### src/plt_pkg.sv
// Shared types and constants for the pump and light cycle timer.
`default_nettype none

package plt_pkg;

  localparam int unsigned CfgIdxW = 3;
  localparam int unsigned CfgDataW = 8;

  typedef enum logic [CfgIdxW-1:0] {
    CFG_DAY_HOURS   = 3'd0,
    CFG_PIPE_OFF    = 3'd1,
    CFG_PIPE_ON     = 3'd2,
    CFG_POOL_OFF    = 3'd3,
    CFG_POOL_ON     = 3'd4
  } cfg_idx_e;

  localparam logic [5:0] SecondsPerMinute = 6'd60;
  localparam logic [5:0] MinutesPerHour   = 6'd60;
  localparam logic [4:0] HoursPerDay      = 5'd24;

  localparam logic [4:0] DayHoursRst = 5'd12;
  localparam logic [7:0] OffMinRst   = 8'd30;
  localparam logic [7:0] OnMinRst    = 8'd10;

  // Running state of one pump.
  typedef struct packed {
    logic [7:0] minutes;
    logic       on;
  } pump_t;

  // Switching times of one pump.
  typedef struct packed {
    logic [7:0] off_min;
    logic [7:0] on_min;
  } pump_cfg_t;

endpackage

`default_nettype wire

### src/plt_pump.sv
// Next-state logic of one pump: minute count and off/on alternation.
`default_nettype none

module plt_pump (
  input  logic              step_i,
  input  plt_pkg::pump_cfg_t cfg_i,
  input  plt_pkg::pump_t     cur_i,
  output plt_pkg::pump_t     nxt_o
);
  import plt_pkg::*;

  pump_t inc;
  pump_t mid;

  always_comb begin
    inc.minutes = cur_i.minutes + 8'd1;
    inc.on      = cur_i.on;

    // switch on first, then the off check sees the result
    mid = inc;
    if (inc.minutes == cfg_i.off_min && !inc.on) begin
      mid.on      = 1'b1;
      mid.minutes = 8'd0;
    end

    nxt_o = mid;
    if (mid.minutes == cfg_i.on_min && mid.on) begin
      nxt_o.on      = 1'b0;
      nxt_o.minutes = 8'd0;
    end

    if (!step_i) begin
      nxt_o = cur_i;
    end
  end

endmodule

`default_nettype wire

### src/pump_light_cycle_timer.sv
// A tick word accepted into the input register moves on into the result register once that is free or read.
// Throughput: one tick word per cycle while out_stall_i does not hold a result; input and result
// registers decouple the two channels, so one new word is taken while a result waits.
// The state update is one pass of short logic between the two registers.
// Reset (rst_ni low, asynchronous): counters and pump states clear, day phase,
// registers take their defaults; both channels empty.
`default_nettype none

module pump_light_cycle_timer (
  input  logic                        clk_i,
  input  logic                        rst_ni,
  input  logic                        cfg_we_i,
  input  logic [plt_pkg::CfgIdxW-1:0] cfg_idx_i,
  input  logic [plt_pkg::CfgDataW-1:0] cfg_data_i,
  input  logic                        in_valid_i,
  output logic                        in_stall_o,
  input  logic                        running_i,
  output logic                        out_valid_o,
  input  logic                        out_stall_i,
  output logic                        pipe_pump_on_o,
  output logic                        pool_pump_on_o,
  output logic                        night_o,
  output logic                        light_clear_o
);
  import plt_pkg::*;

  // configuration
  logic [4:0] day_hours_q;
  pump_cfg_t  pipe_cfg_q, pool_cfg_q;

  // handshake
  logic in_vld_q, in_vld_d, in_run_q;
  logic out_vld_q, out_vld_d;
  logic load_in, adv;

  // timer state
  logic [5:0] sec_q, sec_d;
  logic [5:0] dmin_q, dmin_d;
  logic [7:0] hour_q, hour_d;
  logic       night_q, night_d;
  logic       clear_d, clear_q;
  pump_t      pipe_q, pipe_d, pool_q, pool_d;

  logic [5:0] sec_inc, dmin_inc;
  logic [7:0] hour_inc, hour_mid;
  logic       night_mid;
  logic       min_roll;

  always_ff @(posedge clk_i or negedge rst_ni) begin
    if (!rst_ni) begin
      day_hours_q <= DayHoursRst;
      pipe_cfg_q  <= '{off_min: OffMinRst, on_min: OnMinRst};
      pool_cfg_q  <= '{off_min: OffMinRst, on_min: OnMinRst};
    end else if (cfg_we_i) begin
      case (cfg_idx_i)
        CFG_DAY_HOURS: day_hours_q        <= cfg_data_i[4:0];
        CFG_PIPE_OFF:  pipe_cfg_q.off_min <= cfg_data_i;
        CFG_PIPE_ON:   pipe_cfg_q.on_min  <= cfg_data_i;
        CFG_POOL_OFF:  pool_cfg_q.off_min <= cfg_data_i;
        CFG_POOL_ON:   pool_cfg_q.on_min  <= cfg_data_i;
        default: ;
      endcase
    end
  end

  assign adv        = in_vld_q && (!out_vld_q || !out_stall_i);
  assign in_stall_o = in_vld_q && !adv;
  assign load_in    = in_valid_i && !in_stall_o;

  always_comb begin
    in_vld_d = in_vld_q;
    if (load_in) begin
      in_vld_d = 1'b1;
    end else if (adv) begin
      in_vld_d = 1'b0;
    end
    out_vld_d = out_vld_q;
    if (adv) begin
      out_vld_d = 1'b1;
    end else if (!out_stall_i) begin
      out_vld_d = 1'b0;
    end
  end

  always_comb begin
    sec_inc  = sec_q + 6'd1;
    dmin_inc = dmin_q + 6'd1;
    hour_inc = hour_q + 8'd1;
    min_roll = in_run_q && (sec_inc >= SecondsPerMinute);

    sec_d   = sec_q;
    dmin_d  = dmin_q;
    hour_d  = hour_q;
    night_d = night_q;
    clear_d = 1'b0;
    hour_mid  = hour_inc;
    night_mid = night_q;

    if (in_run_q) begin
      sec_d = min_roll ? 6'd0 : sec_inc;
    end
    if (min_roll) begin
      dmin_d = dmin_inc;
      if (dmin_inc >= MinutesPerHour) begin
        dmin_d = 6'd0;
        // enter night, then check for leaving it on the same count
        if (hour_inc == {3'b000, day_hours_q} && !night_q) begin
          hour_mid  = 8'd0;
          night_mid = 1'b1;
          clear_d   = 1'b1;
        end
        hour_d  = hour_mid;
        night_d = night_mid;
        if (day_hours_q <= HoursPerDay && night_mid &&
            hour_mid == {3'b000, HoursPerDay - day_hours_q}) begin
          hour_d  = 8'd0;
          night_d = 1'b0;
        end
      end
    end
  end

  plt_pump u_pipe (
    .step_i (min_roll),
    .cfg_i  (pipe_cfg_q),
    .cur_i  (pipe_q),
    .nxt_o  (pipe_d)
  );

  plt_pump u_pool (
    .step_i (min_roll),
    .cfg_i  (pool_cfg_q),
    .cur_i  (pool_q),
    .nxt_o  (pool_d)
  );

  always_ff @(posedge clk_i or negedge rst_ni) begin
    if (!rst_ni) begin
      in_vld_q  <= 1'b0;
      out_vld_q <= 1'b0;
      sec_q     <= '0;
      dmin_q    <= '0;
      hour_q    <= '0;
      night_q   <= 1'b0;
      pipe_q    <= '0;
      pool_q    <= '0;
    end else begin
      in_vld_q  <= in_vld_d;
      out_vld_q <= out_vld_d;
      // advance the timer only as a word moves into the result register
      if (adv) begin
        sec_q   <= sec_d;
        dmin_q  <= dmin_d;
        hour_q  <= hour_d;
        night_q <= night_d;
        pipe_q  <= pipe_d;
        pool_q  <= pool_d;
      end
    end
  end

  always_ff @(posedge clk_i) begin
    if (load_in) begin
      in_run_q <= running_i;
    end
    if (adv) begin
      clear_q <= clear_d;
    end
  end

  assign out_valid_o    = out_vld_q;
  assign pipe_pump_on_o = pipe_q.on;
  assign pool_pump_on_o = pool_q.on;
  assign night_o        = night_q;
  assign light_clear_o  = clear_q;

`ifndef SYNTHESIS
  a_sec_range: assert property (@(posedge clk_i) disable iff (!rst_ni)
    sec_q < SecondsPerMinute && dmin_q < MinutesPerHour)
    else $error("seconds or day minutes out of range");

  a_stall_needs_word: assert property (@(posedge clk_i) disable iff (!rst_ni)
    in_stall_o |-> in_vld_q && out_vld_q && out_stall_i)
    else $error("input stalled without a blocked word");

  a_hold_state: assert property (@(posedge clk_i) disable iff (!rst_ni)
    !adv |=> $stable(sec_q) && $stable(hour_q) && $stable(pipe_q) && $stable(pool_q))
    else $error("timer state moved without a word");

  a_clear_hour: assert property (@(posedge clk_i) disable iff (!rst_ni)
    out_vld_q && clear_q |-> hour_q == 8'd0 && dmin_q == 6'd0 && sec_q == 6'd0)
    else $error("light clear without fresh hour count");

  a_result_hold: assert property (@(posedge clk_i) disable iff (!rst_ni)
    out_vld_q && out_stall_i |=> out_vld_q && $stable(clear_q) && $stable(night_q))
    else $error("stalled result changed");
`endif

endmodule

`default_nettype wire

### config.mk
export PLATFORM = sky130hd
export DESIGN_NAME = pump_light_cycle_timer
export DESIGN_NICKNAME = d
export VERILOG_FILES = /design/src/plt_pkg.sv /design/src/plt_pump.sv /design/src/pump_light_cycle_timer.sv
export SDC_FILE = /design/constraint.sdc
export NUM_CORES = 1
export LEC_CHECK = 0
export ABC_AREA = 1
export BUFFER_PORTS_ARGS = -buffer_cell sky130_fd_sc_hd__buf_2
export CORE_UTILIZATION = 56
export DETAILED_ROUTE_END_ITERATION = 10
export PLACE_DENSITY = 0.81
export REMOVE_ABC_BUFFERS = 1
export SYNTH_ARGS = -nofsm -noshare
export SYNTH_HDL_FRONTEND = slang
export SYNTH_SLANG_ARGS = --single-unit
### constraint.sdc
create_clock -name clk_i -period 2.45 [get_ports clk_i]
set_clock_uncertainty 0.1 [all_clocks]
set_input_delay 0.49 -clock clk_i [delete_from_list [all_inputs] [get_ports clk_i]]
set_output_delay 0.49 -clock clk_i [all_outputs]
set_load 0.01 [all_outputs]
# [After elaboration in Yosys (flattened, before gate mapping)]
# Cells that the tools add are included.
[word_totals] ff_bits=80 in_bits=17 out_inout_bits=6 wordCells=86
[op_classes] n_addsub=6 n_lt_le_gt_ge=3 n_eq_ne=11 n_mux=19 n_reduce_logical=30
[op_table] cell="$mux W9" n=4
[op_table] cell="$eq A8 B8 Y1" n=4
[op_table] cell="$mux W8" n=4
[op_table] cell="$add A8 B1 Y8 const B" n=3
[op_table] cell="$eq A8 B5 Y1" n=2
[op_table] cell="$reduce_and A2 Y1" n=8
[op_table] cell="$add A6 B1 Y6 const B" n=2
[op_table] cell="$ge A6 B6 Y1 const B" n=2
[op_table] cell="$mux W6" n=2
[op_table] cell="$logic_and A1 B1 Y1" n=11
[op_table] cell="$mux W1" n=9
[op_table] cell="$logic_not A1 Y1" n=7
[op_table] cell="$eq A3 B2 Y1 const B" n=2
[op_table] cell="$le A5 B5 Y1 const B" n=1
[op_table] cell="$sub A5 B5 Y5 const A" n=1
[op_table] cell="$eq A3 B1 Y1 const B" n=1
[op_table] cell="$eq A3 B3 Y1 const B" n=1
[op_table] cell="$logic_not A3 Y1" n=1
[op_table] cell="$reduce_and A3 Y1" n=1
[op_table] cell="$ne A2 B1 Y1 const B" n=1
[op_table] cell="$reduce_bool A2 Y1" n=1
[op_table] cell="$logic_or A1 B1 Y1" n=1

# [Logic depth before layout (Yosys ltp)]
[logic_depth] depth_word=9 depth_mapped=19 depth_no_buf=19

# [By module]
# From an unflattened synthesis, not the netlist that was laid out.
[unflattened] hier_cells=782 area_unflattened_um2=5311.3
[by_module_without_submodules] mod="pump_light_cycle_timer" n_inst=1 cells_per_inst=454 area_each_um2=3737.3 seq_area_each_um2=2029.4
[by_module_without_submodules] mod="plt_pump" n_inst=2 cells_per_inst=164 area_each_um2=787.0 seq_area_each_um2=0.0

# [Least setup slack after synthesis]
# Ideal clock, no wire load.
[synth_timing] path_type="flip-flop to flip-flop" start="register pool_q[1] (netlist name)" end="register pool_q[1] (netlist name)" setup_ns=0.117 arrival_ns=2.133 required_time_ns=2.233 slack_ns=0.100 stages_incl_launch_ff=16 n_path_buf=1 period_less_slack_ns=2.350 cell_sequence="dfrtp_1 ha_1 nand2_1 clkinv_1 nor2_1 xor2_1 nor3_4 nand3_4 buf_6 nand3_1 nand2_1 nand2_1 nor2_1 nand3_4 nand2_1 nand2_1"
[synth_between] elab_chain_len=7
[synth_lines] item="start: declaration" line_no="pump_light_cycle_timer.sv:42" text="pump_t pipe_q, pipe_d, pool_q, pool_d;"
[synth_lines] item="start signal: assignment" line_no="pump_light_cycle_timer.sv:157" text="pool_q <= pool_d;"
[synth_lines] item="$add A8 B1 Y8 *" line_no="plt_pump.sv:16" text="inc.minutes = cur_i.minutes + 8'd1;"
[synth_lines] item="$eq A8 B8 Y1" line_no="plt_pump.sv:21" text="if (inc.minutes == cfg_i.off_min && !inc.on) begin"
[synth_lines] item="$logic_and A1 B1 Y1" line_no="plt_pump.sv:21"
[synth_lines] item="$mux W9 *" line_no="plt_pump.sv:21"
[synth_lines] item="$eq A8 B8 Y1" line_no="plt_pump.sv:27" text="if (mid.minutes == cfg_i.on_min && mid.on) begin"
[synth_lines] item="$logic_and A1 B1 Y1" line_no="plt_pump.sv:27"
[synth_lines] item="$mux W9 *" line_no="plt_pump.sv:27"
# Mark *: on every way between the ends. The rest lies on a longest branch, timed or not.
# A chain may end at the register's enable or synchronous reset.

# [Worst setup path after layout]
[layout_timing] start="register pool_q[1] (netlist name)" end="register pool_q[3] (netlist name)"
# Same word-level chain as after synthesis.

==> key figures <==
Floorplanning
  – Vertical die dimension: 95.28 um
  – Boundary pin count: 23
  – Die area: 9077 um^2
  – Die X-Extent: 95.28 um
  – Floorplan Core Area: 8299 um^2
  – Number of rows in the core area: 33
  – Starting density of the core: 58.71%

Pwr
  – Total power: 0.003441 W
  – Power per unit of standard cell area: 581.9 nW/um^2
  – Largest voltage drop on the vdd net: 0.3713 mV
  – Static leakage: 2.939 nW

Logic synthesis
  – Average cell area after synthesis: 7.207 um^2
  – Cell Area, Synth: 4872 um^2
  – #FFs+latches synth: 80
  – Unique cell type count in the Yosys netlist: 32
  – Number of synthesis warnings: 0
  – Fraction of the yosys area taken by sequential cells: 41.65%
  – Post-Synth Adder-Cell Area: 1.541%
  – Area fraction in compound gates after synthesis: 6.292%
  – Share of synthesized registers carrying an async set or reset: 97.50%
  – Most used flip-flop cell after synthesis: dfrtp_1
  – Number of standard cells after synthesis: 676
  – Number of flops mapped to enable cells by yosys: 2
  – Synth Area in Simple Gates: 38.50%
  – Share of the synthesized netlist area taken by xor and xnor gates: 4.135%
  – Share of cell area taken by muxes after synthesis: 0%
  – Combinational family with the most area after synthesis: simple AND/OR/NAND/NOR gates

CTS
  – Worst skew pair latency: 0.35 ns
  – Total CTS buffers: 9
  – Root buffer selected by CTS: clkbuf_8
  – Maximum buffer depth of the clock tree: 2
  – Number of levels in the clock H-tree: 3
  – CTS tree: built
  – Clock input transition at the sequential cells of the worst setup and hold paths: 0.09 ns
  – TritonCTS sink count: 80

Global route
  – Global-route total usage across every layer: 26.80%
  – Antenna violations before repair: 0
  – Pin count of the biggest net entering global routing: 43
  – Total gr overflow: 0
  – Global-route wire length before repair: 18.99 mm
  – Via count of the first global-routing pass: 4381

Timing
  – Final Critical Period: 2.602 ns
  – Maximum achievable frequency: 384.3 MHz
  – Hold_ws: -0.002922 ns
  – Share of the clock period used by the worst path: 106.2%
  – Final hold violation count: 2
  – Final setup fails: 18
  – Transition at the pin with the smallest max-transition slack: 0.5803 ns
  – Number of max-slew violations in the final report: 0
  – RSZ-0062 raised after global routing: yes
  – Total negative setup slack: -1.514 ns
  – Slew headroom: 61.20%
  – Setup ws final: -0.1522 ns

Critical path
  – Logic depth of the worst register-to-register path: 15
  – Reg-to-Reg Start: pool_q[1]$_DFFE_PN0P_
  – Critical path startpoint: pool_q[1]$_DFFE_PN0P_
  – CP Launch Type: flip-flop
  – Sort of element at the end of the critical path: flip-flop
  – Worst-path maximum fanout: 8
  – Category of the critical setup timing path: reg -> reg
  – Required time worst endpoint: 2.59 ns
  – CP Data Arrival Time: 2.74 ns

Placement
  – Count of buffers inserted at the top-level ports: 22
  – Area after DPL: 5224 um^2
  – Routability Congestion: 0.9076
  – HPWL after detailed placement: 7.901 mm

Run
  – MaxCap Viol Count: 0

Layout
  – Multi-input logic area: 2783 um^2
  – Filler cells: 597
  – Fraction of layout cells with a size suffix above 1: 27.19%
  – Number of antenna cells inserted: 0
  – Fraction of the core area covered by cells at the end of the flow: 71.25%
  – Final standard cell area without fillers: 5913 um^2
  – Fin nets: 761
  – Area growth from synthesis to final layout: 21.37%
  – Sequential cell area: 2036 um^2

Route
  – Routed WL per cell: 14.42 um
  – Vias: 4687
  – Ratio of routed vias to standard cells: 5.527
  – Post-Route WL: 12.23 mm
  – Count of unresolved DRC violations after routing: 0
  – First DRT Iteration DRCs: 326
  – Detailed-router iteration count before antenna repair: 6
  – ANT nets after route: 0

Hold path
  – Type of the most critical hold path: in -> async

Run status
  – Failing checks: hold timing, setup timing
  – Outcome: finished with violations
[path summary, 6_finish.rpt]
path	to	slack (ns)
setup / recovery	pool_q[3]$_DFFE_PN0P_	-0.15
hold / removal	sec_q[0]$_DFFE_PN0P_	-0.003
setup reg to reg	pool_q[3]$_DFFE_PN0P_	-0.15
hold reg to reg	out_valid_o$_DFFE_PN0P_	0.39
max in group asynchronous	pool_cfg_q[9]$_DFFE_PN1P_	1.58
min in group clk_i	in_run_q$_DFFE_PP_	0.21
[final cells by class]
type | count | share of cell area, %
sequential | 80 | 34.43
clock inverter | 7 | 1.312
clock buffer | 9 | 2.095
inverter | 87 | 5.692
tap | 105 | 2.222
timing repair buffer | 59 | 7.194
multi-input combinational | 501 | 47.06
[cell usage in the layout (no fill, tap or decap), drive strengths merged]
cell type  count
a21oi          3
buf           59
bufinv         1
clkbuf         9
clkinv         3
clkinvlp       1
dfrtp         64
dfstp         14
edfxtp         2
ha             6
inv           89
nand2        275
nand3         62
nand3b         9
nand4          5
nor2          55
nor3           6
nor4           1
o21ai         51
o21bai         2
o22ai          1
o31ai          2
xnor2          7
xor2          16
[sequential cells by signal, indices dropped and copies added, names as in the netlist]
name and flops:
pipe_cfg_q 16, pool_cfg_q 16, hour_q 8, pipe_q 8
pool_q 8, dmin_q 6, sec_q 6, day_hours_q 5
in_run_q 1, in_vld_q 1, light_clear_o 1, night_o 1
out_valid_o 1, pipe_pump_on_o 1, pool_pump_on_o 1
[logic make-up after synthesis]
group | Yosys count
AO/OA/AOI/OAI | 59
XOR/XNOR | 23
adder cells (fa/ha/maj) | 6
buffers and inverters | 98
flip-flops | 80
AND/OR/NAND/NOR | 410
[synthesized netlist by cell type (2+ instances only)]
cell type  number  area share, %
inv_2           6           0.46
o21ai_1         4           0.41
buf_6           2           0.46
nor2_4          7            1.6
nand3_2         7            1.4
dfstp_2        14            7.6
ha_1            6            1.5
nand3_1        50            5.1
dfrtp_1        64             33
a21oi_1         3           0.31
nand4_1         3           0.39
nor2_2          8            1.0
o21ai_0        47            4.8
clkbuf_1        8           0.62
nand3b_1        9            1.4
xnor2_1         7            1.3
o31ai_1         2           0.31
edfxtp_1        2            1.2
nand2_2        12            1.5
nand3_4         3            1.1
clkinv_1        3           0.23
xor2_1         16            2.9
inv_1          78            6.0
o21bai_1        2           0.31
nand2_1       263             20
nor2_1         40            3.1
nor3_1          5           0.51
[where the power goes]
part	internal, W	switching, W
Sequential	0.00152	0.000153
Clock	0.000482	0.000520
Combinational	0.000303	0.000467
[critical path, cell delays in order (launching register included)]
cell and delay, ns:
dfrtp_1 0.42, ha_4 0.19, nand2_1 0.07, inv_2 0.05, nor2_2 0.21, xor2_1 0.16, nor3_4 0.25, nand3_4 0.23
nand2_2 0.14, nand2_1 0.06, nand2_1 0.06, nand2_1 0.09, nor2_4 0.12, nand3_4 0.13, nand2_1 0.12, nand2_1 0.07
[per-stage QoR]
stage | std cells | worst slack [ns]
2_1_floorplan | 665 | 0.06829
3_3_place_gp | 814 | 0.02464
3_5_place_dp | 814 | -0.1241
4_1_cts | 835 | 0.0004541
5_1_grt | 848 | -0.3207
6_report | 848 | -0.1522
[layer usage]
layer  part of all wire, %  global-route usage (%)  wire length [um]
met5                     0                       0                 0
met4                   3.0                   11.99               370
met3                   4.6                   3.110               563
met2                    52                   46.19              6354
met1                    40                   33.69              4939
[what timing repair did]
| item | in CTS | in global routing |
|---|---|---|
| buffers inserted | 3 | 12 |
| pin swaps | 3 | 40 |
| setup endpoints to repair | 18 | 25 |
| gates resized for setup | 5 | 90 |
| cloned | 2 | 1 |
| hold buffers | 0 | 0 |
Note: power is estimated with default switching activity, not from simulation.
